==> src/design/ept_pkg.sv <==
// Shared types and constants for the eased pose transition block.
`default_nettype none
package ept_pkg;

  typedef enum logic [1:0] {
    OP_LOAD  = 2'd0,
    OP_TRANS = 2'd1,
    OP_TICK  = 2'd2,
    OP_SNAP  = 2'd3
  } op_e;

  typedef enum logic [3:0] {
    S_IDLE,
    S_ADV,
    S_DIV,
    S_EASE,
    S_D1,
    S_D2,
    S_LMUL,
    S_LADD,
    S_CLOS,
    S_COPY_TGT,
    S_CMP,
    S_DECIDE,
    S_SNAP,
    S_COPY_ST,
    S_EMIT
  } st_e;

  localparam logic [1:0] CURVE_DECEL  = 2'd1;
  localparam logic [1:0] CURVE_SMOOTH = 2'd2;

  localparam logic [10:0] T_FULL      = 11'd1000;
  localparam logic [10:0] T_HALF      = 11'd500;
  localparam logic [10:0] T_CURVED    = 11'd850;
  localparam logic [10:0] T_FILLED    = 11'd150;
  localparam logic signed [15:0] CLOSURE_CURVED = 16'sd1;

  // Reciprocal of 1000 scaled by 2^37, rounded down.
  localparam logic [27:0] RECIP_M     = 28'd137438953;
  localparam int          RECIP_SHIFT = 37;

  typedef struct packed {
    op_e                op;
    logic               load_en;
    logic [3:0]         channel;
    logic signed [15:0] value;
    logic [31:0]        now;
    logic [15:0]        duration;
    logic [1:0]         easing;
  } cmd_t;

endpackage
`default_nettype wire

==> src/design/ept_if.sv <==
// Valid/ready channel interfaces for input items and emitted pose channels.
`default_nettype none


interface ept_out_if;
  logic               valid;
  logic               ready;
  logic [3:0]         out_channel;
  logic signed [15:0] out_value;
  logic               moving;
  logic               last;
  modport source(output valid, out_channel, out_value, moving, last, input ready);
  modport sink(input valid, out_channel, out_value, moving, last, output ready);
endinterface
`default_nettype wire

==> src/design/ept_back.sv <==
// Back end: sequencer that stages loads, advances, snaps, starts and emits the pose.
`default_nettype none
module ept_back import ept_pkg::*; #(
  parameter int NUM_LINEAR_CHANNELS = 12
) (
  input  wire logic clk_i,
  input  wire logic rst_ni,
  input  wire logic cmd_valid_i,
  input  cmd_t      cmd_i,
  output logic      cmd_ready_o,
  ept_out_if.source out_o
);

  localparam int NCH = NUM_LINEAR_CHANNELS + 1;
  localparam int IW  = $clog2(NCH);
  localparam logic [IW-1:0] LAST_IDX = IW'(NUM_LINEAR_CHANNELS);
  localparam logic [IW-1:0] LAST_LIN = IW'(NUM_LINEAR_CHANNELS - 1);

  st_e                st_q, st_d;
  logic [IW-1:0]      idx_q, idx_d;
  cmd_t               cmd_q, cmd_d;
  logic [31:0]        start_q, start_d;
  logic [15:0]        span_q, span_d;
  logic [1:0]         curve_q, curve_d;
  logic               active_q, active_d;
  logic signed [15:0] stg_q [NCH], stg_d [NCH];
  logic signed [15:0] org_q [NCH], org_d [NCH];
  logic signed [15:0] tgt_q [NCH], tgt_d [NCH];
  logic signed [15:0] cur_q [NCH], cur_d [NCH];
  logic [25:0]        rem_q, rem_d;
  logic [9:0]         quo_q, quo_d;
  logic [3:0]         bit_q, bit_d;
  logic [10:0]        t_q, t_d;
  logic [26:0]        dx_q, dx_d;
  logic [54:0]        dprod_q, dprod_d;
  logic               neg_q, neg_d;
  logic               inv_q, inv_d;
  logic               in_lerp_q, in_lerp_d;
  logic signed [28:0] prod_q, prod_d;
  logic               eq_tgt_q, eq_tgt_d, eq_cur_q, eq_cur_d;
  logic               ov_q, ov_d;
  logic [3:0]         och_q, och_d;
  logic signed [15:0] oval_q, oval_d;
  logic               omov_q, omov_d, olast_q, olast_d;

  logic [31:0]        elapsed;
  logic [25:0]        cand;
  logic [10:0]        p, inv;
  logic [20:0]        sq;
  logic [17:0]        q0, q;
  logic [27:0]        r;
  logic signed [18:0] qs, sum;
  logic signed [16:0] dd;
  logic signed [29:0] sadj;
  logic [IW-1:0]      ld_idx;

  assign out_o.valid       = ov_q;
  assign out_o.out_channel = och_q;
  assign out_o.out_value   = oval_q;
  assign out_o.moving      = omov_q;
  assign out_o.last        = olast_q;

  always_comb begin
    st_d = st_q;  idx_d = idx_q;  cmd_d = cmd_q;
    start_d = start_q;  span_d = span_q;  curve_d = curve_q;  active_d = active_q;
    stg_d = stg_q;  org_d = org_q;  tgt_d = tgt_q;  cur_d = cur_q;
    rem_d = rem_q;  quo_d = quo_q;  bit_d = bit_q;  t_d = t_q;
    dx_d = dx_q;  dprod_d = dprod_q;  neg_d = neg_q;  inv_d = inv_q;
    in_lerp_d = in_lerp_q;  prod_d = prod_q;
    eq_tgt_d = eq_tgt_q;  eq_cur_d = eq_cur_q;
    ov_d = ov_q && !out_o.ready;
    och_d = och_q;  oval_d = oval_q;  omov_d = omov_q;  olast_d = olast_q;
    cmd_ready_o = 1'b0;

    elapsed = cmd_q.now - start_q;
    cand    = 26'(span_q) << bit_q;
    p       = {1'b0, quo_q};
    inv     = T_FULL - p;
    sq      = 21'd0;
    q0      = dprod_q[54:RECIP_SHIFT];
    r       = 28'(dx_q) - 28'(q0) * 28'd1000;
    q       = (r >= 28'd1000) ? q0 + 18'd1 : q0;
    qs      = neg_q ? -$signed({1'b0, q}) : $signed({1'b0, q});
    sum     = 19'(org_q[idx_q]) + qs;
    dd      = 17'(tgt_q[idx_q]) - 17'(org_q[idx_q]);
    sadj    = (prod_q < 0) ? 30'(prod_q) - 30'sd500 : 30'(prod_q) + 30'sd500;
    ld_idx  = IW'(cmd_i.channel);

    case (st_q)
      S_IDLE: begin
        cmd_ready_o = 1'b1;
        if (cmd_valid_i) begin
          cmd_d = cmd_i;
          idx_d = '0;
          case (cmd_i.op)
            OP_LOAD: begin
              if (cmd_i.load_en) stg_d[ld_idx] = cmd_i.value;
            end
            OP_SNAP: st_d = S_SNAP;
            default: st_d = S_ADV;
          endcase
        end
      end
      S_ADV: begin
        if (!active_q) begin
          st_d = (cmd_q.op == OP_TICK) ? S_EMIT : S_CMP;
          eq_tgt_d = 1'b1;
          eq_cur_d = 1'b1;
        end else if (elapsed >= {16'd0, span_q}) begin
          st_d = S_COPY_TGT;
        end else begin
          rem_d = 26'(elapsed[15:0]) * 26'd1000;
          quo_d = '0;
          bit_d = 4'd9;
          st_d  = S_DIV;
        end
      end
      S_DIV: begin
        // Quotient is below 1000, so ten restoring steps cover it.
        if (rem_q >= cand) begin
          rem_d = rem_q - cand;
          quo_d[bit_q] = 1'b1;
        end
        if (bit_q == 4'd0) st_d = S_EASE;
        else bit_d = bit_q - 4'd1;
      end
      S_EASE: begin
        in_lerp_d = 1'b0;
        neg_d     = 1'b0;
        if (p >= T_FULL) begin
          t_d = T_FULL;
          st_d = S_LMUL;
        end else if (curve_q == CURVE_DECEL) begin
          sq    = 21'(inv) * 21'(inv);
          inv_d = 1'b1;
          dx_d  = 27'(sq);
          st_d  = S_D1;
        end else if (curve_q == CURVE_SMOOTH) begin
          if (p < T_HALF) begin
            sq    = (21'(p) * 21'(p)) << 1;
            inv_d = 1'b0;
          end else begin
            sq    = (21'(inv) * 21'(inv)) << 1;
            inv_d = 1'b1;
          end
          dx_d = 27'(sq);
          st_d = S_D1;
        end else begin
          t_d  = p;
          st_d = S_LMUL;
        end
      end
      S_D1: begin
        dprod_d = 55'(dx_q) * 55'(RECIP_M);
        st_d    = S_D2;
      end
      S_D2: begin
        if (!in_lerp_q) begin
          t_d  = inv_q ? T_FULL - 11'(q) : 11'(q);
          st_d = S_LMUL;
        end else begin
          cur_d[idx_q] = sum[15:0];
          if (idx_q == LAST_LIN) st_d = S_CLOS;
          else begin
            idx_d = idx_q + 1'b1;
            st_d  = S_LMUL;
          end
        end
      end
      S_LMUL: begin
        if (t_q >= T_FULL) begin
          cur_d[idx_q] = tgt_q[idx_q];
          if (idx_q == LAST_LIN) st_d = S_CLOS;
          else idx_d = idx_q + 1'b1;
        end else begin
          prod_d = 29'(dd) * 29'($signed({1'b0, t_q}));
          st_d   = S_LADD;
        end
      end
      S_LADD: begin
        neg_d     = sadj < 0;
        dx_d      = (sadj < 0) ? 27'(-sadj) : 27'(sadj);
        in_lerp_d = 1'b1;
        st_d      = S_D1;
      end
      S_CLOS: begin
        if (org_q[LAST_IDX] == tgt_q[LAST_IDX]) begin
          cur_d[LAST_IDX] = tgt_q[LAST_IDX];
        end else if (tgt_q[LAST_IDX] == CLOSURE_CURVED) begin
          cur_d[LAST_IDX] = (t_q < T_CURVED) ? org_q[LAST_IDX] : tgt_q[LAST_IDX];
        end else begin
          cur_d[LAST_IDX] = (t_q < T_FILLED) ? org_q[LAST_IDX] : tgt_q[LAST_IDX];
        end
        idx_d    = '0;
        eq_tgt_d = 1'b1;
        eq_cur_d = 1'b1;
        st_d     = (cmd_q.op == OP_TICK) ? S_EMIT : S_CMP;
      end
      S_COPY_TGT: begin
        cur_d[idx_q] = tgt_q[idx_q];
        if (idx_q == LAST_IDX) begin
          active_d = 1'b0;
          idx_d    = '0;
          eq_tgt_d = 1'b1;
          eq_cur_d = 1'b1;
          st_d     = (cmd_q.op == OP_TICK) ? S_EMIT : S_CMP;
        end else idx_d = idx_q + 1'b1;
      end
      S_CMP: begin
        eq_tgt_d = eq_tgt_q && (tgt_q[idx_q] == stg_q[idx_q]);
        eq_cur_d = eq_cur_q && (cur_q[idx_q] == stg_q[idx_q]);
        if (idx_q == LAST_IDX) st_d = S_DECIDE;
        else idx_d = idx_q + 1'b1;
      end
      S_DECIDE: begin
        idx_d = '0;
        if (active_q && eq_tgt_q) begin
          st_d = S_IDLE;
        end else if (eq_cur_q || (cmd_q.duration == 16'd0)) begin
          st_d = S_SNAP;
        end else begin
          start_d  = cmd_q.now;
          span_d   = cmd_q.duration;
          curve_d  = cmd_q.easing;
          active_d = 1'b1;
          st_d     = S_COPY_ST;
        end
      end
      S_SNAP: begin
        cur_d[idx_q] = stg_q[idx_q];
        org_d[idx_q] = stg_q[idx_q];
        tgt_d[idx_q] = stg_q[idx_q];
        if (idx_q == LAST_IDX) begin
          start_d  = cmd_q.now;
          span_d   = 16'd0;
          active_d = 1'b0;
          st_d     = S_IDLE;
        end else idx_d = idx_q + 1'b1;
      end
      S_COPY_ST: begin
        org_d[idx_q] = cur_q[idx_q];
        tgt_d[idx_q] = stg_q[idx_q];
        if (idx_q == LAST_IDX) st_d = S_IDLE;
        else idx_d = idx_q + 1'b1;
      end
      S_EMIT: begin
        // A new channel enters the output register once the old one has left.
        if (!ov_q || out_o.ready) begin
          ov_d    = 1'b1;
          och_d   = 4'(idx_q);
          oval_d  = cur_q[idx_q];
          omov_d  = active_q;
          olast_d = (idx_q == LAST_IDX);
          if (idx_q == LAST_IDX) st_d = S_IDLE;
          else idx_d = idx_q + 1'b1;
        end
      end
      default: st_d = S_IDLE;
    endcase
  end

  always_ff @(posedge clk_i) begin
    cmd_q   <= cmd_d;
    rem_q   <= rem_d;
    quo_q   <= quo_d;
    bit_q   <= bit_d;
    t_q     <= t_d;
    dx_q    <= dx_d;
    dprod_q <= dprod_d;
    neg_q   <= neg_d;
    inv_q   <= inv_d;
    in_lerp_q <= in_lerp_d;
    prod_q  <= prod_d;
    eq_tgt_q <= eq_tgt_d;
    eq_cur_q <= eq_cur_d;
    och_q   <= och_d;
    oval_q  <= oval_d;
    omov_q  <= omov_d;
    olast_q <= olast_d;
  end

  always_ff @(posedge clk_i or negedge rst_ni) begin
    if (!rst_ni) begin
      st_q     <= S_IDLE;
      idx_q    <= '0;
      start_q  <= '0;
      span_q   <= '0;
      curve_q  <= '0;
      active_q <= 1'b0;
      ov_q     <= 1'b0;
      for (int i = 0; i < NCH; i++) begin
        stg_q[i] <= '0;
        org_q[i] <= '0;
        tgt_q[i] <= '0;
        cur_q[i] <= '0;
      end
    end else begin
      st_q     <= st_d;
      idx_q    <= idx_d;
      start_q  <= start_d;
      span_q   <= span_d;
      curve_q  <= curve_d;
      active_q <= active_d;
      ov_q     <= ov_d;
      stg_q    <= stg_d;
      org_q    <= org_d;
      tgt_q    <= tgt_d;
      cur_q    <= cur_d;
    end
  end

endmodule
`default_nettype wire

==> src/flat_wrapper.sv <==
// flat-port wrapper written by rule: the top's interface ports become plain ports
module ept_back_flat import ept_pkg::*;
#(
  parameter int NUM_LINEAR_CHANNELS = 12
)
  (clk_i, rst_ni, cmd_valid_i, cmd_i, cmd_ready_o, out_o_valid, out_o_out_channel, out_o_out_value, out_o_moving, out_o_last, out_o_ready);
  ept_out_if out_o_i ();
  input  wire logic clk_i;
  input  wire logic rst_ni;
  input  wire logic cmd_valid_i;
  input  cmd_t cmd_i;
  output logic cmd_ready_o;
  output wire logic [$bits(out_o_i.valid)-1:0] out_o_valid;
  output wire logic [$bits(out_o_i.out_channel)-1:0] out_o_out_channel;
  output wire logic [$bits(out_o_i.out_value)-1:0] out_o_out_value;
  output wire logic [$bits(out_o_i.moving)-1:0] out_o_moving;
  output wire logic [$bits(out_o_i.last)-1:0] out_o_last;
  input wire logic [$bits(out_o_i.ready)-1:0] out_o_ready;
  assign out_o_valid = out_o_i.valid;
  assign out_o_out_channel = out_o_i.out_channel;
  assign out_o_out_value = out_o_i.out_value;
  assign out_o_moving = out_o_i.moving;
  assign out_o_last = out_o_i.last;
  assign out_o_i.ready = out_o_ready;
  ept_back #(.NUM_LINEAR_CHANNELS(NUM_LINEAR_CHANNELS)) u_core (.clk_i(clk_i), .rst_ni(rst_ni), .cmd_valid_i(cmd_valid_i), .cmd_i(cmd_i), .cmd_ready_o(cmd_ready_o), .out_o(out_o_i));
endmodule
==> config.mk <==
export PLATFORM = sky130hd
export DESIGN_NAME = ept_back_flat
export DESIGN_NICKNAME = d
export VERILOG_FILES = /design/src/design/ept_pkg.sv /design/src/design/ept_if.sv /design/src/design/ept_back.sv /design/src/flat_wrapper.sv
export SDC_FILE = /design/constraint.sdc
export NUM_CORES = 2
export LEC_CHECK = 0
export BUFFER_PORTS_ARGS = -buffer_cell sky130_fd_sc_hd__buf_4
export CAP_MARGIN = 15
export CORE_ASPECT_RATIO = 1.75
export CORE_MARGIN = 3
export CORE_UTILIZATION = 45
export CTS_CLUSTER_DIAMETER = 150
export CTS_CLUSTER_SIZE = 10
export DETAILED_ROUTE_END_ITERATION = 10
export SLEW_MARGIN = 0
export SYNTH_ARGS = -nofsm -noshare
export SYNTH_HDL_FRONTEND = slang
export SYNTH_SLANG_ARGS = --single-unit
==> constraint.sdc <==
create_clock -name clk_i -period 15.95 [get_ports clk_i]
set_input_delay 0 -clock clk_i [delete_from_list [all_inputs] [get_ports clk_i]]
set_output_delay 0 -clock clk_i [all_outputs]
set_load 0.005 [all_outputs]
==> metrics.csv <==
metric;value;unit
tns;0;ns
ctsResizeCount;0;
drive_gt1_share;10.61;%
arrival;12.85;ns
start_kind;register;
synthFlopType;dfrtp_1;
grt-ovfl-total;0;
die_area;196800;um2
post_drt_wl_per_cell;23.39;um
coreArea;189600;um2
cts_buffer_depth;3;
synthArstFlopShare;81.46;%
clk-insertion-delay-late;0.77;ns
grt_pass1_wl;403400;um
worstPathMaxFanout;15;
rows;211;
numClockSinks;1095;
timing.final.crit_share;76.76;%
hold_viol_final;0;
critPathTopFamily;compound AO/OA/AOI/OAI gates;
required;16.56;ns
cts-root-buf;clkbuf_16;
port_buffers;100;
end_kind;register;
outcome;finished clean;
max_stage_delay;0.70;ns
synth-edff-count;203;
die_w;336.7;um
die_y;584.7;um
vias;64040;
gp_congestion;0.9543;
drc;0;
hold_depth;2;
period_needed;12.24;ns
yosysWarnings;0;
antenna_found_initial;5;
layout.nets;10090;
syn_area_per_cell;9.990;um2
cts_buffers;119;
worstMarginPinSlew;1.286;ns
synth.yosys.seq_area_share;33.00;%
critPathBufInv;2;
timing.fmax;81.68;MHz
slew_viol_final;0;
rsz0062_at_grt;false;
setup_viol;0;
post-dp-hpwl;197100;um
grt_max_degree;208;
relSlewSlack;14.30;%
grtUsageTotal;26.85;%
wirelength;261200;um
timing.max_cap.violations;0;
synth_cell_type_count;96;
critical_path_depth;45;
firstDrtPassIters;6;
hold_path_class;in -> reg;
cts_max_level;3;
ios;101;
cpMaxStageDelayCell;edfxtp_1;
viasPerCell;5.733;
fin_skew;0.09850;ns
initial_core_util;45.42;%
ant_nets;0;
synthesis.area;86100;um2
syn_to_final_growth;9.512;%
reg2reg_depth;45;
ys_ff_latch;1095;
drtIter0Drc;4266;
cts_tree;yes;
crit_type;reg -> reg;
path_common_cell;o21ai_0;
grt_pass1_vias;68330;
syn_inst;8619;
clk_pin_slew;0.06;ns
==> flip-flops by register name, summed over array words and instances, names as in the netlist, 10 cells and up <==
signal and count:
u_core.cur_q 208, u_core.dx_q 27, u_core.out_o.out_value 16, u_core.prod_q 28, u_core.t_q 11, u_core.start_q 32
u_core.org_q 208, u_core.dprod_q 18, u_core.tgt_q 208, u_core.quo_q 10, u_core.rem_q 26, u_core.span_q 16
u_core.stg_q 208, u_core.cmd_q 52
==> synth_stat cells, types with 25 or more instances <==
cell,number,area share [%]
dfrtp_1,892,26
nor3_1,69,0.40
ha_1,717,10
nand3_1,98,0.57
nor2b_1,62,0.45
mux2_2,214,2.8
inv_1,1019,4.4
edfxtp_1,203,7.1
a22oi_1,49,0.43
a21o_1,66,0.58
or2_2,30,0.22
clkbuf_1,412,1.8
mux2i_1,114,1.3
and2_1,155,1.1
or3_1,31,0.23
xor2_1,89,0.91
nand2b_1,52,0.38
fa_1,623,14
nand2_1,415,1.8
o21ai_1,35,0.20
o31ai_1,31,0.27
nor2_1,975,4.3
nand4_1,39,0.28
o21a_1,60,0.52
xnor2_1,235,2.4
nor4_1,25,0.18
buf_1,32,0.14
a21oi_1,1044,6.1
o21ai_0,255,1.5
mux4_2,200,5.2
a211oi_1,61,0.53
==> path summary, 6_finish.rpt <==
kind | from | endpoint | slack (ns)
max in group asynchronous | rst_ni | u_core.start_q[11] | 11.70
min reg2reg | u_core.cmd_q[1] | u_core.curve_q[1] | 0.48
max | u_core.dprod_q[37] | u_core.cur_q[191] | 3.71
max reg2reg | u_core.dprod_q[37] | u_core.cur_q[191] | 3.71
min | cmd_i[33] | u_core.cmd_q[33] | 0.04
min in group asynchronous | rst_ni | u_core.org_q[181] | 0.37
==> worst register-to-register path, delay by kind of cell, from the launching register on <==
| kind | cells | cell delay [ns] |
|---|---|---|
| AO/OA/AOI/OAI | 24 | 5.46 |
| XOR/XNOR | 2 | 0.47 |
| adder cells (fa/ha/maj) | 7 | 2.97 |
| buffers and inverters | 2 | 0.09 |
| flip-flops | 1 | 0.70 |
| multiplexers | 1 | 0.33 |
| AND/OR/NAND/NOR | 9 | 2.11 |
==> logic make-up after synthesis <==
group | share of synthesized area [%]
fa+ha+maj | 24.90
xor+xnor | 3.315
compound gates | 12.58
mux | 9.373
buf+inv | 6.413
flops | 33.00
other cells | 0.004355
simple gates | 10.41
==> layout make-up <==
class,instances,area (um2)
fillers,17420,95260
multi-input cells,6058,52450
flip-flops and latches,1095,28430
inverters,1021,3832
repair buffers,376,3158
clock buffers,159,3128
well taps,2449,3064
clock inverters,8,217.7
diodes,4,10.01
==> placed cells by master (no fill, tap or decap), types with 49 or more instances in the layout <==
master         instances
a22oi_1               49
inv_1               1019
a21oi_1             1043
ha_1                 717
edfxtp_1             203
o21a_1                60
xor2_1                89
dfrtp_1              888
nand2b_1              52
mux2_2               214
a21o_1                66
fa_1                 623
clkbuf_16            119
buf_4                261
nor2b_1               61
xnor2_1              235
o21ai_1               50
nor3_1                66
and2_1               155
nor2_1               947
mux4_2               200
nand2_1              415
mux2i_1              114
o21ai_0              239
dlygate4sd3_1        109
nand3_1               98
==> stage by stage <==
stage               hold WS, ns  area, um2  instances  util, %  worst slack (ns)
floorplan               -0.2956      86110       8620        -             5.109
global placement         0.1233      89810      10890    47.38             3.726
detailed placement       0.1364      89810      10890    47.38             3.657
CTS                    0.002576      94270      11160    49.73             3.645
global route            0.03277      94290      11170    49.74             2.581
finish                  0.04225      94290      11170    49.75             3.707
==> per-layer routing <==
metal,vias to the layer above,GRT usage (%),wire [um]
met5,-,0,0
met4,0,18.06,21240
met3,736,2.770,11230
met2,1879,48.77,135300
met1,32140,29.41,93440
li1,29280,-,-
==> timing repair <==
action | CTS | global route
hold buffers | 110 | 0
endpoints found under the hold margin | 371 | 0
setup buffers | 0 | 0
Power is not shown: default switching activity piles up to over one toggle a cycle in this logic, so the estimate is an artifact.
