## config.mk

```make
export PLATFORM = sky130hd
export DESIGN_NAME = ept_front_flat
export DESIGN_NICKNAME = d
export VERILOG_FILES = /design/src/design/ept_pkg.sv /design/src/design/ept_if.sv /design/src/design/ept_front.sv /design/src/flat_wrapper.sv
export SDC_FILE = /design/constraint.sdc
export NUM_CORES = 1
export LEC_CHECK = 0
export BUFFER_PORTS_ARGS = -buffer_cell sky130_fd_sc_hd__clkbuf_2
export CORE_MARGIN = 5
export CORE_UTILIZATION = 52
export CTS_BUF_LIST = sky130_fd_sc_hd__clkbuf_16
export CTS_CLUSTER_DIAMETER = 80
export DETAILED_ROUTE_END_ITERATION = 8
export GPL_ROUTABILITY_DRIVEN = 0
export PLACE_DENSITY = 0.79
export SYNTH_ARGS = -nofsm -noshare
export SYNTH_HDL_FRONTEND = slang
export SYNTH_SLANG_ARGS = --single-unit
```

## constraint.sdc

```tcl
create_clock -name clk_i -period 5.7 [get_ports clk_i]
set_clock_uncertainty 0.05 [all_clocks]
set_input_delay 0.57 -clock clk_i [delete_from_list [all_inputs] [get_ports clk_i]]
set_output_delay 0.57 -clock clk_i [all_outputs]
set_load 0.005 [all_outputs]
```

## src/design/ept_pkg.sv

```systemverilog
// Shared types and constants for the eased pose transition block.
`default_nettype none
package ept_pkg;

  typedef enum logic [1:0] {
    OP_LOAD  = 2'd0,
    OP_TRANS = 2'd1,
    OP_TICK  = 2'd2,
    OP_SNAP  = 2'd3
  } op_e;

  typedef enum logic [3:0] {
    S_IDLE,
    S_ADV,
    S_DIV,
    S_EASE,
    S_D1,
    S_D2,
    S_LMUL,
    S_LADD,
    S_CLOS,
    S_COPY_TGT,
    S_CMP,
    S_DECIDE,
    S_SNAP,
    S_COPY_ST,
    S_EMIT
  } st_e;

  localparam logic [1:0] CURVE_DECEL  = 2'd1;
  localparam logic [1:0] CURVE_SMOOTH = 2'd2;

  localparam logic [10:0] T_FULL      = 11'd1000;
  localparam logic [10:0] T_HALF      = 11'd500;
  localparam logic [10:0] T_CURVED    = 11'd850;
  localparam logic [10:0] T_FILLED    = 11'd150;
  localparam logic signed [15:0] CLOSURE_CURVED = 16'sd1;

  // Reciprocal of 1000 scaled by 2^37, rounded down.
  localparam logic [27:0] RECIP_M     = 28'd137438953;
  localparam int          RECIP_SHIFT = 37;

  typedef struct packed {
    op_e                op;
    logic               load_en;
    logic [3:0]         channel;
    logic signed [15:0] value;
    logic [31:0]        now;
    logic [15:0]        duration;
    logic [1:0]         easing;
  } cmd_t;

endpackage
`default_nettype wire

```

## src/design/ept_if.sv

```systemverilog
// Valid/ready channel interfaces for input items and emitted pose channels.
`default_nettype none
interface ept_in_if;
  logic               valid;
  logic               ready;
  logic [1:0]         op;
  logic [3:0]         channel;
  logic signed [15:0] value;
  logic [31:0]        now;
  logic [15:0]        duration;
  logic [1:0]         easing;
  modport source(output valid, op, channel, value, now, duration, easing, input ready);
  modport sink(input valid, op, channel, value, now, duration, easing, output ready);
endinterface

`default_nettype wire

```

## src/design/ept_front.sv

```systemverilog
// Front end: accepts input items, classifies them and queues them for execution.
`default_nettype none
module ept_front import ept_pkg::*; #(
  parameter int NUM_LINEAR_CHANNELS = 12
) (
  input  wire logic clk_i,
  input  wire logic rst_ni,
  ept_in_if.sink    in_i,
  output logic      cmd_valid_o,
  output cmd_t      cmd_o,
  input  wire logic cmd_ready_i
);

  cmd_t       fifo_q [2];
  logic       wptr_q, rptr_q;
  logic [1:0] cnt_q;
  cmd_t       cls;
  logic       push, pop;

  always_comb begin
    cls.op       = op_e'(in_i.op);
    cls.channel  = in_i.channel;
    cls.now      = in_i.now;
    cls.duration = in_i.duration;
    cls.easing   = in_i.easing;
    cls.load_en  = (in_i.op == OP_LOAD) &&
                   ({1'b0, in_i.channel} <= 5'(NUM_LINEAR_CHANNELS));
    // The closure channel stores only its style bit.
    if ({1'b0, in_i.channel} == 5'(NUM_LINEAR_CHANNELS)) begin
      cls.value = {15'd0, in_i.value[0]};
    end else begin
      cls.value = in_i.value;
    end
  end

  assign in_i.ready  = (cnt_q != 2'd2);
  assign push        = in_i.valid && in_i.ready;
  assign cmd_valid_o = (cnt_q != 2'd0);
  assign cmd_o       = fifo_q[rptr_q];
  assign pop         = cmd_valid_o && cmd_ready_i;

  always_ff @(posedge clk_i) begin
    if (push) begin
      fifo_q[wptr_q] <= cls;
    end
  end

  always_ff @(posedge clk_i or negedge rst_ni) begin
    if (!rst_ni) begin
      wptr_q <= 1'b0;
      rptr_q <= 1'b0;
      cnt_q  <= 2'd0;
    end else begin
      if (push) wptr_q <= ~wptr_q;
      if (pop)  rptr_q <= ~rptr_q;
      cnt_q <= cnt_q + 2'(push) - 2'(pop);
    end
  end

endmodule
`default_nettype wire

```

## src/flat_wrapper.sv

```systemverilog
// flat-port wrapper written by rule: the top's interface ports become plain ports
module ept_front_flat import ept_pkg::*;
#(
  parameter int NUM_LINEAR_CHANNELS = 12
)
  (clk_i, rst_ni, cmd_valid_o, cmd_o, cmd_ready_i, in_i_valid, in_i_op, in_i_channel, in_i_value, in_i_now, in_i_duration, in_i_easing, in_i_ready);
  ept_in_if in_i_i ();
  input  wire logic clk_i;
  input  wire logic rst_ni;
  output logic cmd_valid_o;
  output cmd_t cmd_o;
  input  wire logic cmd_ready_i;
  input wire logic [$bits(in_i_i.valid)-1:0] in_i_valid;
  input wire logic [$bits(in_i_i.op)-1:0] in_i_op;
  input wire logic [$bits(in_i_i.channel)-1:0] in_i_channel;
  input wire logic [$bits(in_i_i.value)-1:0] in_i_value;
  input wire logic [$bits(in_i_i.now)-1:0] in_i_now;
  input wire logic [$bits(in_i_i.duration)-1:0] in_i_duration;
  input wire logic [$bits(in_i_i.easing)-1:0] in_i_easing;
  output wire logic [$bits(in_i_i.ready)-1:0] in_i_ready;
  assign in_i_i.valid = in_i_valid;
  assign in_i_i.op = in_i_op;
  assign in_i_i.channel = in_i_channel;
  assign in_i_i.value = in_i_value;
  assign in_i_i.now = in_i_now;
  assign in_i_i.duration = in_i_duration;
  assign in_i_i.easing = in_i_easing;
  assign in_i_ready = in_i_i.ready;
  ept_front #(.NUM_LINEAR_CHANNELS(NUM_LINEAR_CHANNELS)) u_core (.clk_i(clk_i), .rst_ni(rst_ni), .in_i(in_i_i), .cmd_valid_o(cmd_valid_o), .cmd_o(cmd_o), .cmd_ready_i(cmd_ready_i));
endmodule
```

==> out/metrics.cfg, run 1 <==
[cts]
cts_setup_buffers=0
cts_tree=yes
numCtsBuffers=17
cts-root-buf=clkbuf_16
cts_buffer_depth=2
clk_pin_slew_ps=60
cts.sinks=150
ctsHtreeMaxLevel=4
ctsResizeCount=0
worstSkewPairLatency_ps=410

[setup_path]
cp_max_fo=40
reg2reg_slack_ps=3240
worstSetupPathType=register to primary output
startpoint=u_core.rptr_q$_DFFE_PN0P_
cp-end-kind=primary output
worstPathArrival_ps=2470
crit_path_start_kind=register
required_ps=5080
worstReg2RegStart=u_core.cnt_q[1]$_DFF_PN0_

[layout]
design_area_um2=7269
fin_util=0.6648
syn_to_final_growth_pct=24.36
layout-drive-gt1-share=0.5869
antenna_cells=0
stdcell_count=583
nets=508

[yosys]
synth.top_cells.by_area=edfxtp_1, mux2_4, mux2_2
synthFlopType=edfxtp_1
synth_edf_count=146
synth-seq-area-share=0.7671
syn_avg_cell_area_um2=21.89
yosysUniqueCellTypes=20
yosys.area.top_type=edfxtp_1
synth_most_common_cell=edfxtp_1
synth_top_area_share=0.7500
synth-seq-cells=150
synth_fp_nets=345
syn_area_um2=5846
yosys_warnings=0
synthArstFlopShare=0.02667
yosys-top-cells-count=edfxtp_1, mux2_4, nor2b_1
synthCells=267

[die]
std_cell_rows=38
dieArea_um2=13460
initial_core_util=0.5346
num_io_pins=151
fp.dieH_um=116.0
core_um2=10940
die_x_um=116.0

[timing]
finalSetupViolations=0
rsz0062_at_grt=false
finalMaxSlewViolations=0
setup_slack_ps=2614
tightest_slew_ps=984.8
period_minus_slack_ps=3086
hold_viol_final=0
holdWs_ps=300.7
finalCritPeriodShare=0.5414
max_freq_mhz=324.0
slew_headroom=0.3435
finalSetupTns_ps=0

[worst_hold_path]
hp-start=in_i_now[13]
hold_class=input pin to register

[detailed_routing]
first_iter_violations=119
wl_um=9884
viasPerCell=4.954
ant_nets=0
drc=0
drt_pre_antenna_iters=4
wl_per_cell_um=16.95
vias=2888

[power_and_ir_drop]
cellLeakagePower_nw=2.947
power_density_nw_per_um2=504.0
total_power_mw=3.664
peakVddDrop_uv=248.6

[placed_design]
dp_hpwl_um=6742
dp_slack_ps=3006
portBuffers=150
postPlaceCellArea_um2=6714
dp_cells=550

[global_routing]
grt_max_degree=74
grt.total_usage=0.1523
grt_pass1_wl_um=15060
gr-total-overflow=0
grt_pass1_vias=3056
antenna_found_initial=0

[job]
max-cap-violations=0

[outcome]
status=complete, no violations

worst max-delay path, stage by stage (launching register included):
cell	delay, ps
dfrtp_4	810
buf_4	670
mux2_2	420
clkbuf_2	110
area by class of cell:
type | count | area, µm²
clock buffer | 17 | 425.4
clock inverter | 15 | 120.1
fill | 756 | 3666
inverter | 3 | 11.26
multi-input combinational | 105 | 1274
sequential | 150 | 4488
tap | 140 | 175.2
timing repair buffer | 153 | 775.7
layout by cell type (no fill, tap or decap), types with 2 or more instances in the layout:
cell type and instances:
mux2_4 60, xnor2_1 3, buf_4 2, mux2_2 13
inv_6 6, inv_1 3, clkbuf_2 150, clkinv_4 3
nor2_1 2, nand2_1 2, clkbuf_16 17, clkinvlp_4 5
ha_1 2, dfrtp_1 3, edfxtp_1 146, nor2b_1 14
metal layers:
metal | vias to the layer above | routed length, µm | GRT usage | share of wire
li1 | 1366 | - | - | -
met1 | 1389 | 3857 | 0.1788 | 0.39
met2 | 116 | 5000 | 0.2532 | 0.51
met3 | 17 | 853 | 0.05587 | 0.086
met4 | 0 | 172 | 0.06574 | 0.017
met5 | - | 0 | 0 | 0
cell families (layout without fill, tap and decap cells):
group                      Yosys count  count (layout)  synth area share
buffers and inverters               12             188           0.01712
adders and majority gates            2               2          0.004280
and+or+nand+nor                     26              26           0.02633
DFF                                150             150            0.7671
xor gates and xnor gates             4               4          0.005994
muxes                               73              73            0.1792
report_power, final:
group,switching (mW),total [mW],leakage (nW),internal [mW]
combinational,0.444,1.02,1.29,0.573
clock,0.442,1.01,0.251,0.564
sequential,0.124,1.64,1.40,1.52
repair_timing:
action,4_1_cts,5_1_grt
setup endpoints to repair,0,0
endpoints found under the hold margin,4,0
hold buffers,1,0
registers in the layout, summed over array words and instances (netlist names):
name and cells:
u_core.fifo_q 146, u_core.cnt_q 2, u_core.rptr_q 1, u_core.wptr_q 1
worst paths after layout:
kind | to | cells past startpoint
setup / recovery | cmd_o[72] | 3
hold / removal | u_core.fifo_q[0][31]$_DFFE_PP_ | 1
setup reg to reg | u_core.fifo_q[0][39]$_DFFE_PP_ | 4
hold reg to reg | u_core.cnt_q[1]$_DFF_PN0_ | 1
max in group asynchronous | u_core.rptr_q$_DFFE_PN0P_ | 2
min in group asynchronous | u_core.wptr_q$_DFFE_PN0P_ | 2
Power figures use the tool's default switching activity.
==> run 2, diff against run 1 <==
Settings changed: CORE_UTILIZATION 52 to 47, PLACE_DENSITY 0.79 to 0.75.
Clock period 5.7 ns to 2.6 ns, I/O delays scaled along.
==> run 2 against run 1 <==
Against the previous run: register-to-register slack worse by 2400 ps; non-clock buffer count grew 59; critical path type unchanged; global-route usage grew 0.45 points; largest cell class unchanged; clock-buffer cell count unchanged; utilization shrank 0.97 points; via count up 7.8%; largest power group unchanged; setup slack got worse by 2300 ps; sequential share of layout area down 5.2 points; clock power up 130%.
==> out/metrics.cfg, run 2 (synthesis results as in run 1) <==
[timing]
rsz0062_at_grt=false
finalCritPeriodShare=0.8951
hold_viol_final=0
tightest_slew_ps=551.1
slew_headroom=0.6326
finalSetupViolations=0
max_freq_mhz=429.7
period_minus_slack_ps=2327
finalSetupTns_ps=0
finalMaxSlewViolations=0

[layout]
top_regs=u_core.fifo_q x146, u_core.cnt_q x2
layout-drive-gt1-share=0.5150
antenna_cells=0
final_cell_mix=clkbuf_2, edfxtp_1, mux2_4
fin_util=0.6551
layout_commonest_cell=clkbuf_2
largest-register=u_core.fifo_q
nets=567
syn_to_final_growth_pct=35.72
largest_reg_flops=146

[setup_path]
required_ps=2290
startpoint=u_core.rptr_q$_DFFE_PN0P_
worstSetupPathType=register to primary output
crit_path_start_kind=register
cp_cell_sequence=buf_4, mux2_4, clkbuf_2
critPathBufInv=2
worstReg2RegStart=u_core.cnt_q[0]$_DFF_PN0_
cp_max_fo=32
cpLargestDelayFamily=flip-flops
worstPathArrival_ps=2020
worst_path_max_delay_cell=dfrtp_4
timing.rr.end=u_core.cnt_q[1]$_DFF_PN0_
critPathMaxStageDelay_ps=780
worstRegToRegCells=7
reg2reg_slack_ps=840
cp-end-kind=primary output

[cts]
worstSkewPairLatency_ps=410
cts.sinks=150
cts_tree=yes
cts_buffer_depth=2
cts_hold_buf=56
numCtsBuffers=17
ctsResizeCount=0
clk_pin_slew_ps=50
ctsHtreeMaxLevel=4
cts_setup_buffers=0
cts-root-buf=clkbuf_16

[detailed_routing]
drc=0
viasPerCell=4.653
first_iter_violations=205
wl_um=10890
vias=3113
wl_per_cell_um=16.28
ant_nets=0
drt_pre_antenna_iters=4

[power_and_ir_drop]
power.share.clock=0.280
cellLeakagePower_nw=3.239
netSwitchingFraction=0.2607
peakVddDrop_uv=570.8
seq_power_share=0.431
p_int_mw=6.154
power_density_nw_per_um2=1049
p_comb_frac=0.289
p_switching_mw=2.170

[global_routing]
grt_max_degree=41
grt.total_usage=0.1568
gr-total-overflow=0
grt_pass1_wl_um=17130
antenna_found_initial=0
grt_pass1_vias=3422

[die]
num_io_pins=151
core_um2=12110
die_x_um=121.5
fp.dieH_um=121.5
std_cell_rows=40
dieArea_um2=14770
initial_core_util=0.4826

[worst_hold_path]
hp-start=in_i_channel[0]
whs_path_depth=1
hold_end=u_core.fifo_q[0][66]$_DFFE_PP_
hold_class=input pin to register

[job]
max-cap-violations=0

[placed_design]
portBuffers=150
dp_hpwl_um=6917

[outcome]
status=complete, no violations

run 2: metrics by stage:
| stage | cell area, µm² | hold WS (ps) | setup slack [ps] | instances | total power, mW |
|---|---|---|---|---|---|
| after floorplan | 5854 | -85.59 | 414.1 | 267 | 5.138 |
| after detailed placement | 6804 | 26.19 | 683.8 | 582 | 6.010 |
| final | 7934 | 45.63 | 272.7 | 669 | 8.324 |
| after global routing | 7934 | 30.11 | 165.3 | 669 | 8.737 |
| after CTS | 7934 | 22.63 | 226.1 | 669 | 8.426 |
| after global placement | 6804 | 22.53 | 704.8 | 582 | 5.935 |
run 2: worst max-delay path by stage:
stage,to,slack (ps),cells past startpoint
final,cmd_o[6],270,3
after global routing,cmd_o[49],170,3
after CTS,cmd_o[3],230,3
after detailed placement,cmd_o[1],680,3
after global placement,cmd_o[71],700,3
after floorplan,u_core.fifo_q[0][0]$_DFFE_PP_,410,3
run 2: cell type report:
| class | count | area, µm² |
|---|---|---|
| Clock buffer | 17 | 425.4 |
| Clock inverter | 14 | 143.9 |
| Fill cell | 829 | 4178 |
| Inverter | 3 | 11.26 |
| Multi-Input combinational cell | 105 | 1274 |
| Sequential cell | 150 | 4488 |
| Tap cell | 168 | 210.2 |
| Timing Repair Buffer | 212 | 1381 |
run 2: metal layers:
layer	track usage	wire length, µm	part of all wire	vias to the layer above
met5	0	0	0	-
met4	0.07423	252	0.023	0
met3	0.04848	757	0.069	22
met2	0.2718	5604	0.51	117
met1	0.1762	4279	0.39	1491
li1	-	-	-	1483
run 2: power groups by stage:
| stage | logic [mW] | registers [mW] | clock network [mW] |
|---|---|---|---|
| 6_report | 2.40 | 3.59 | 2.33 |
| 5_1_grt | 2.59 | 3.65 | 2.50 |
| 4_1_cts | 2.45 | 3.59 | 2.38 |
| 3_5_place_dp | 2.37 | 3.64 | 0 |
| 3_3_place_gp | 2.33 | 3.61 | 0 |
| 2_1_floorplan | 1.66 | 3.47 | 0 |
==> run 3, diff against run 2 <==
Settings changed: CORE_UTILIZATION 47 to 52, PLACE_DENSITY 0.75 to 0.86.
Clock period 2.6 ns to 2.3 ns, I/O delays scaled along.
==> run 3 against run 2 <==
Against the previous run: clock-buffer cell count unchanged; sequential power increased by 11%; critical path depth unchanged; cell count decreased by 3.7%; worst hold slack got worse by 11 ps; utilization increased by 6.8 points; non-clock buffer count increased by 2; die area decreased by 8.8%; global-route usage increased by 1.2 points; clock power increased by 11%; total power increased by 13%; design area decreased by 0.30%; critical endpoint is now cmd_o[72].
==> out/metrics.cfg, run 3 (synthesis results as in run 1) <==
[worst_hold_path]
hp-start=in_i_channel[1]
hold_class=input pin to register

[global_routing]
grt_max_degree=41
grt_pass1_wl_um=16860
grt_pass1_vias=3549
grt.total_usage=0.1692
gr-total-overflow=0
antenna_found_initial=0

[layout]
final_cell_mix=clkbuf_2, edfxtp_1, mux2_4
largest-register=u_core.fifo_q
largest_reg_flops=146
top_regs=u_core.fifo_q x146, u_core.cnt_q x2
syn_to_final_growth_pct=35.32
ff_latch_area_um2=4488
fill_cells=681
antenna_cells=0
layout_commonest_cell=clkbuf_2
layout-drive-gt1-share=0.5198
nets=569
multiInputGateArea_um2=1274

[setup_path]
worstReg2RegStart=u_core.cnt_q[1]$_DFF_PN0_
cp-end-kind=primary output
worstRegToRegCells=7
worst_path_max_delay_cell=dfrtp_4
worstPathArrival_ps=1790
worstSetupPathType=register to primary output
required_ps=2020
critPathBufInv=2
cp_cell_sequence=buf_12, mux2_2, clkbuf_2
startpoint=u_core.rptr_q$_DFFE_PN0P_
critPathMaxStageDelay_ps=580
crit_path_end=cmd_o[72]
crit_path_start_kind=register
reg2reg_slack_ps=530
worstSetupPathDepth=3
cpLargestDelayFamily=flip-flops
cp_max_fo=30
timing.rr.end=u_core.cnt_q[1]$_DFF_PN0_

[power_and_ir_drop]
power_density_nw_per_um2=1184
cellLeakagePower_nw=3.238
peakVddDrop_uv=683.0

[placed_design]
dp_hpwl_um=7108
portBuffers=150

[detailed_routing]
drc=0
drt_pre_antenna_iters=4
vias=3144
first_iter_violations=119
ant_nets=0
wl_per_cell_um=17.01
viasPerCell=4.882
wl_um=10960

[cts]
ctsHtreeMaxLevel=4
clk_pin_slew_ps=60
ctsResizeCount=0
cts-root-buf=clkbuf_16
numCtsBuffers=17
cts_tree=yes
cts_setup_buffers=0
cts.sinks=150
worstSkewPairLatency_ps=400
cts_buffer_depth=2

[timing]
tightest_slew_ps=540.5
period_minus_slack_ps=2075
rsz0062_at_grt=false
finalCritPeriodShare=0.9020
max_freq_mhz=482.0
finalMaxSlewViolations=0
finalSetupTns_ps=0
hold_viol_final=0
slew_headroom=0.6397
holdWs_ps=34.72
finalSetupViolations=0

[outcome]
status=complete, no violations

[die]
std_cell_rows=38
initial_core_util=0.5346
dieArea_um2=13460
die_x_um=116.0
fp.dieH_um=116.0
core_um2=10940
num_io_pins=151

[job]
max-cap-violations=0

==> run 3: cell type report <==
| type | instances | area share |
|---|---|---|
| repair buffers | 214 | 0.1768 |
| clock inverters | 15 | 0.01740 |
| flip-flops and latches | 150 | 0.5674 |
| well taps | 140 | 0.02214 |
| multi-input cells | 105 | 0.1610 |
| clock buffers | 17 | 0.05378 |
| inverters | 3 | 0.001424 |
==> run 3: through the flow <==
stage / worst slack, ps / utilization / total power, mW / cells / cell area (µm²)
after floorplan: 114.1 / - / 5.808 / 267 / 5854
after global placement: 617.8 / 0.6197 / 6.707 / 555 / 6777
after detailed placement: 531.7 / 0.6197 / 6.800 / 555 / 6777
after CTS: 190.8 / 0.7233 / 9.499 / 644 / 7910
after global routing: 137.9 / 0.7233 / 9.850 / 644 / 7910
final: 225.3 / 0.7233 / 9.368 / 644 / 7910
==> run 3: what timing repair did <==
| action | in CTS | in global routing |
|---|---|---|
| hold buffers | 57 | 0 |
| endpoints found under the setup margin | 0 | 0 |
| hold endpoints to repair | 116 | 0 |
==> run 3: metal layers <==
metal	GRT usage	vias to the layer above	routed length (µm)
li1	-	1483	-
met1	0.1807	1523	4079
met2	0.3038	121	5912
met3	0.06057	17	804
met4	0.06883	0	158
met5	0	-	0
==> run 3: power by group <==
group	total [mW]	internal, mW	switching, mW
logic	2.80	1.55	1.25
registers	3.98	3.75	0.224
clock network	2.59	1.58	1.01
==> run 3: worst min path at each step <==
stage | cells past startpoint | slack (ps) | to
6_report | 1 | 30 | u_core.fifo_q[1][67]$_DFFE_PP_
5_1_grt | 1 | 10 | u_core.fifo_q[1][67]$_DFFE_PP_
4_1_cts | 1 | 10 | u_core.fifo_q[1][67]$_DFFE_PP_
3_5_place_dp | 1 | -3 | u_core.cnt_q[1]$_DFF_PN0_
3_3_place_gp | 1 | -8 | u_core.wptr_q$_DFFE_PN0P_
2_1_floorplan | 0 | -120 | u_core.cnt_q[0]$_DFF_PN0_
